--- config.mk ---
export PLATFORM = sky130hd
export DESIGN_NAME = pfa_cfg
export DESIGN_NICKNAME = d
export VERILOG_FILES = /design/src/sv/pfa_pkg.sv /design/src/sv/pfa_cfg.sv
export SDC_FILE = /design/constraint.sdc
export NUM_CORES = 1
export LEC_CHECK = 0
export BUFFER_PORTS_ARGS = -buffer_cell sky130_fd_sc_hd__buf_4
export CORE_MARGIN = 2
export CORE_UTILIZATION = 34
export DETAILED_ROUTE_END_ITERATION = 12
export PLACE_DENSITY = 0.79
export SLEW_MARGIN = 15
export SYNTH_ARGS = -nofsm -noshare
export SYNTH_HDL_FRONTEND = slang
export SYNTH_SLANG_ARGS = --single-unit
export TNS_END_PERCENT = 5
--- constraint.sdc ---
create_clock -name clk -period 1 [get_ports clk]
set_input_delay 0.25 -clock clk [delete_from_list [all_inputs] [get_ports clk]]
set_output_delay 0.25 -clock clk [all_outputs]
set_load 0.005 [all_outputs]
--- src/sv/pfa_pkg.sv ---
// Shared definitions for the page frame allocator.
// Operation and status codes, port widths, default sizes, config struct.
// No dependencies.
`default_nettype none
package pfa_pkg;

	localparam int DEF_NUM_BLOCKS  = 4096;
	localparam int DEF_BLOCK_BYTES = 4096;

	localparam int ADDR_W   = 24;
	localparam int COUNT_W  = 13;
	localparam int STATUS_W = 3;
	localparam int OP_W     = 2;
	localparam int APB_AW   = 3;

	localparam logic [OP_W-1:0] OP_ALLOC = 2'd0;
	localparam logic [OP_W-1:0] OP_FREE  = 2'd1;
	localparam logic [OP_W-1:0] OP_INIT  = 2'd2;

	localparam logic [STATUS_W-1:0] ST_OK           = 3'd0;
	localparam logic [STATUS_W-1:0] ST_OOM          = 3'd1;
	localparam logic [STATUS_W-1:0] ST_ALREADY_FREE = 3'd2;
	localparam logic [STATUS_W-1:0] ST_MISALIGNED   = 3'd3;
	localparam logic [STATUS_W-1:0] ST_RANGE        = 3'd4;

	// word index of a register, taken from paddr[2]
	localparam logic REG_RESERVED = 1'b0;

	localparam logic [COUNT_W-1:0] RESERVED_RST = 13'd1;

	typedef struct packed {
		logic [COUNT_W-1:0] reserved_blocks;
	} pfa_cfg_t;

endpackage
`default_nettype wire

--- src/sv/pfa_cfg.sv ---
// APB register block of the page frame allocator: reserved_blocks.
// Depends on pfa_pkg.
`default_nettype none
module pfa_cfg (
	input  wire                        clk,
	input  wire                        arst_n,
	input  wire                        psel,
	input  wire                        penable,
	input  wire                        pwrite,
	input  wire  [pfa_pkg::APB_AW-1:0] paddr,
	input  wire  [31:0]                pwdata,
	output logic [31:0]                prdata,
	output logic                       pready,
	output pfa_pkg::pfa_cfg_t          cfg
);

	logic [pfa_pkg::COUNT_W-1:0] reserved_q;
	logic                        wr_en;

	assign pready = 1'b1;
	assign wr_en  = psel && penable && pwrite && pready;

	always_ff @(posedge clk or negedge arst_n) begin
		if (!arst_n) begin
			reserved_q <= pfa_pkg::RESERVED_RST;
		end else if (wr_en && paddr[2] == pfa_pkg::REG_RESERVED) begin
			reserved_q <= pwdata[pfa_pkg::COUNT_W-1:0];
		end
	end

	always_comb begin
		prdata = '0;
		if (paddr[2] == pfa_pkg::REG_RESERVED) begin
			prdata = 32'(reserved_q);
		end
	end

	assign cfg.reserved_blocks = reserved_q;

endmodule
`default_nettype wire

==> impl_metrics.yaml, run 1 <==
worst_setup_path:
  worst_ep_arrival_time_ns: 1.03
  worstPathCellList: "and2b_1, buf_4"
  cp-start-kind: "flop"
  critPathKind: "flop to primary output"
  slowest_stage: "dfstp_2"
  setup.worst_path.end_class: "primary output"
  cp_slowest_stage_delay_ns: 0.54
  critPathRequiredTime_ns: 0.75
  path_max_fanout: 3
drt:
  initialDrtViolationCount: 0
  routed_wl_um: 1540
  vias: 574
  firstDrtPassIters: 1
  avgViaCountPerCell: 4.04
  drc: 0
  antenna_left: 0
  post_drt_wl_per_cell_um: 10.8
global_route:
  grt_pass1_wl_um: 2250
  grt_usage_pct: 11.5
  grt_pass1_vias: 523
  grt_max_degree: 14
  grt-ovfl-total: 0
  antenna_found_initial: 0
cells_and_area:
  drive_gt1_share_pct: 58.8
  finalNonFillerCells: 142
  fillers: 191
  seq_area_sq_um: 327
  nets: 155
  diodes: 0
  areaGrowthSynthToFinish_pct: 45.7
  final_area_sq_mm: 0.00115
  largest_register_ffs: 13
  multi_input_area_sq_um: 368
synth:
  synth.top_cell.area_share_pct: 37.9
  yosys_warnings: 0
  synthTopCellsByArea: "dfrtp_1 (38%), buf_4 (19%), mux2_4 (19%)"
  ys_ff_latch: 13
  yosys.area.top_type: "dfrtp_1"
  post_synth.cell_area_avg_sq_um: 12.4
  syn_inst: 64
  synth_cell_types: 11
  synth_area_sq_um: 792
  ys_seq_area_share_pct: 41.2
sta:
  drv_slew: 0
  fin_crit_ns: 1.28
  post-route-period-util_pct: 128
  setup_viol: 26
  timing.fmax_ghz: 0.783
  rsz0062_at_grt: "true"
  hold_violations: 0
  fin_skew_ns: 0
  fin_ws_ns: -0.277
  hold_ws_ns: 0.208
  final.setup.tns_ns: -3.29
place:
  gp_congestion: 0.663
  placed_cells: 135
  io_buffers: 44
  place_area_sq_mm: 0.00109
  dpl.hpwl_um: 1220
clock_network:
  clockBufferDepth: 2
  numCtsBuffers: 3
  clkSlewWorstSetupHoldPaths_ns: 0.08
  worstSkewPairLatency_ns: 0.26
  clkSinkCount: 13
  htree_levels: 1
  root_buffer: "clkbuf_4"
  cts_tree: "yes"
floorplan:
  start_util_pct: 35.8
  core_sq_mm: 0.00221
  die_h_um: 52.3
  core.rowCount: 17
  die-area_sq_mm: 0.00273
  chipWidth_um: 52.3
  ioPinCount: 86
power:
  p_leak_nw: 0.649
  vdd_drop_max_v: 0.000805
  p_per_area_mw_per_mm2: 1490
run_status:
  status: "finished, violations left"
  violations: "setup timing"
min_path:
  min_path_type: "primary input to flop"
run:
  drv_cap: 0
## cell usage in the layout (no fill, tap or decap)
cell and instances:
clkbuf_4 3, conb_1 20, buf_12 1, nor2b_1 10
dlygate4sd3_1 1, and2b_1 3, mux2_2 3, dfstp_2 1
buf_4 46, nand4b_4 1, dfrtp_1 12, buf_6 2
mux2_4 10, clkbuf_1 1
## report_power, final
group	switching, mW	total, mW	internal, mW
registers	0.0853	0.734	0.649
logic	0.196	0.675	0.479
clock network	0.158	0.312	0.154
## stage by stage
step | setup WS, ns | utilization (%) | power (mW)
2_1_floorplan | -0.00797 | - | 1.05
3_3_place_gp | -0.132 | 49.5 | 1.37
3_5_place_dp | -0.140 | 49.5 | 1.39
4_1_cts | -0.292 | 52.0 | 1.75
5_1_grt | -0.325 | 52.1 | 1.84
6_report | -0.277 | 52.1 | 1.72
## cell usage after synthesis
library cell	number
buf_4	20
clkbuf_1	1
and2b_1	3
nand4b_4	1
mux2_2	3
nor2b_1	10
buf_6	1
mux2_4	10
dfrtp_1	12
conb_1	2
dfstp_2	1
## final timing paths
path                       startpoint   endpoint  slack (ns)  depth (start not counted)
setup / recovery               cfg[0]  prdata[0]       -0.28                          2
hold / removal              pwdata[3]     cfg[3]        0.21                          2
min in group asynchronous      arst_n    cfg[11]        0.35                          2
setup reg to reg               cfg[0]     cfg[0]        0.19                          2
hold reg to reg                cfg[4]     cfg[4]        0.54                          1
max in group asynchronous      arst_n     cfg[0]        0.42                          2
## worst max-delay path: cells and delay by family, from the launching register on
kind	cells	cell delay, ns
AND/OR/NAND/NOR	1	0.12
buffers and inverters	1	0.10
flip-flops	1	0.54
## layout make-up
class / count / area share, %
timing repair buffer: 50 / 34.5
tap: 28 / 3.04
multi-input combinational: 47 / 31.9
sequential: 13 / 28.3
clock buffer: 4 / 2.28
## routing by layer
| metal | share of wire [%] | vias up | wire length (um) | track usage (%) |
|---|---|---|---|---|
| met2 | 51 | 46 | 780 | 20.7 |
| met1 | 38 | 263 | 592 | 12.5 |
| met5 | 0 | - | 0 | 0 |
| li1 | - | 265 | - | - |
| met3 | 11 | 0 | 166 | 3.71 |
| met4 | 0 | 0 | 0 | 3.85 |
## cells by family (layout without fill, tap and decap cells)
logic type    Yosys count  count (layout)  synth area share, %
flops                  13              13                 41.2
mux                    13              13                 23.2
buf+inv                22              54                 20.9
simple gates           14              14                 13.7
other cells             2              20                0.948
## timing repair
item	CTS	global route
gates resized for setup	1	1
setup endpoints to repair	26	26
hold buffers	1	0
endpoints found under the hold margin	12	0
setup buffers	2	0
Note: power is estimated with default switching activity, not from simulation.
==> run 2: changes to the inputs <==
--- a/config.mk
+++ b/config.mk
@@ -9,7 +9,7 @@
 export CORE_MARGIN = 2
 export CORE_UTILIZATION = 34
 export DETAILED_ROUTE_END_ITERATION = 12
-export PLACE_DENSITY = 0.79
+export PLACE_DENSITY = 0.87
 export SLEW_MARGIN = 15
 export SYNTH_ARGS = -nofsm -noshare
 export SYNTH_HDL_FRONTEND = slang
==> run 2 against run 1 <==
Compared with the run above: the flow still finishes with violations (setup timing); worst hold slack about the same; setup slack better by 0.00058 ns; via count down 3.1%; register-to-register slack about the same; die area unchanged; sequential power about the same; flip-flop and latch count stayed put; total power shrank 0.97%; sequential share of layout area increased by 0.50 points; core utilization shrank 0.91 points; first-iteration DRC count up 3; largest power group unchanged.
==> impl_metrics.yaml, run 2 (synthesis gave the netlist of run 1 again) <==
run_status:
  status: "finished, violations left"
  violations: "setup timing"
drt:
  vias: 556
  drc: 0
  antenna_left: 0
  initialDrtViolationCount: 3
  post_drt_wl_per_cell_um: 10.9
  firstDrtPassIters: 3
  avgViaCountPerCell: 3.94
  routed_wl_um: 1540
place:
  post-place-ws_ns: -0.141
  placed_cells: 135
  dpl.hpwl_um: 1220
  place_area_sq_mm: 0.00108
  gp_congestion: 0.575
  io_buffers: 44
worst_setup_path:
  r2r_slack_ns: 0.19
  worst_ep_arrival_time_ns: 1.03
  critPathKind: "flop to primary output"
  ff2ff_path_depth: 2
  cp_slowest_stage_delay_ns: 0.54
  path_max_fanout: 3
  path_delay_family: "flip-flops"
  worstPathCellList: "and2b_1, buf_4"
  rr_endpoint: "cfg[0]"
  critPathBufInv: 1
  setup.worst_path.end_class: "primary output"
  reg2reg_from: "cfg[0]"
  critPathRequiredTime_ns: 0.75
  cp-start-kind: "flop"
  slowest_stage: "dfstp_2"
global_route:
  grt_max_degree: 14
  grt_pass1_wl_um: 2340
  grt-ovfl-total: 0
  antenna_found_initial: 0
  grt_usage_pct: 12.0
  grt_pass1_vias: 510
cells_and_area:
  nets: 154
  final_area_sq_mm: 0.00113
  drive_gt1_share_pct: 58.4
  final_cell_mix: "buf_4 (46), conb_1 (20), dfrtp_1 (12)"
  post-route-util_pct: 51.2
  final_common_cell: "buf_4"
  largest_register_ffs: 13
  areaGrowthSynthToFinish_pct: 43.1
  finalNonFillerCells: 141
  fillers: 206
  diodes: 0
run:
  drv_cap: 0
sta:
  timing.fmax_ghz: 0.783
  setup_viol: 26
  fin_ws_ns: -0.277
  drv_slew: 0
  fin_skew_ns: 0
  rsz0062_at_grt: "true"
  post-route-period-util_pct: 128
  fin_crit_ns: 1.28
  hold_violations: 0
min_path:
  holdPathStages: 2
  hold_start: "pwdata[0]"
  min_path_type: "primary input to flop"
  holdPathEnd: "cfg[0]"
floorplan:
  core.rowCount: 17
  die_h_um: 52.3
  ioPinCount: 86
  core_sq_mm: 0.00221
  start_util_pct: 35.8
  die-area_sq_mm: 0.00273
  chipWidth_um: 52.3
power:
  vdd_drop_max_v: 0.000774
  p_leak_nw: 0.638
  total_power_mw: 1.70
  p_per_area_mw_per_mm2: 1500
clock_network:
  root_buffer: "clkbuf_4"
  worstSkewPairLatency_ns: 0.27
  cts_tree: "yes"
  htree_levels: 1
  numCtsBuffers: 3
  clkSinkCount: 13
  clkSlewWorstSetupHoldPaths_ns: 0.07
  clockBufferDepth: 2
## run 2: final cells by class
cell class | count | area [sq um] | share of cell area [%]
clock buffer | 4 | 26.3 | 2.32
multi-input combinational | 47 | 368 | 32.5
sequential | 13 | 327 | 28.8
timing repair buffer | 49 | 378 | 33.3
tap | 28 | 35.0 | 3.09
## run 2: timing repair
item | CTS | global route
resized for setup | 0 | 2
endpoints found under the setup margin | 26 | 26
endpoints found under the hold margin | 12 | 0
hold buffers | 1 | 0
buffers inserted | 1 | 0
## run 2: worst max-delay path by stage
stage,from,end,cells past startpoint
2_1_floorplan,paddr[2],cfg[10],3
5_1_grt,cfg[0],prdata[0],2
3_5_place_dp,paddr[2],cfg[1],4
4_1_cts,cfg[0],prdata[0],2
6_report,cfg[0],prdata[0],2
3_3_place_gp,paddr[2],cfg[1],4
## run 2: power by group
group / internal, mW / switching (mW) / leakage [nW]
clock network: 0.154 / 0.153 / 0.0150
logic: 0.467 / 0.195 / 0.468
registers: 0.649 / 0.0876 / 0.155
## run 2: per-layer routing
layer / GRT usage [%] / wire, um
met3: 5.43 / 185
met2: 21.9 / 799
met1: 12.6 / 550
met5: 0 / 0
met4: 2.56 / 0
## run 2: metrics by stage
stage,TNS (ns),hold WS (ns)
after floorplan,-0.0718,-0.0456
after global placement,-1.86,0.102
after detailed placement,-2.09,0.103
after CTS,-3.63,0.197
after global routing,-4.62,0.182
final,-3.20,0.209
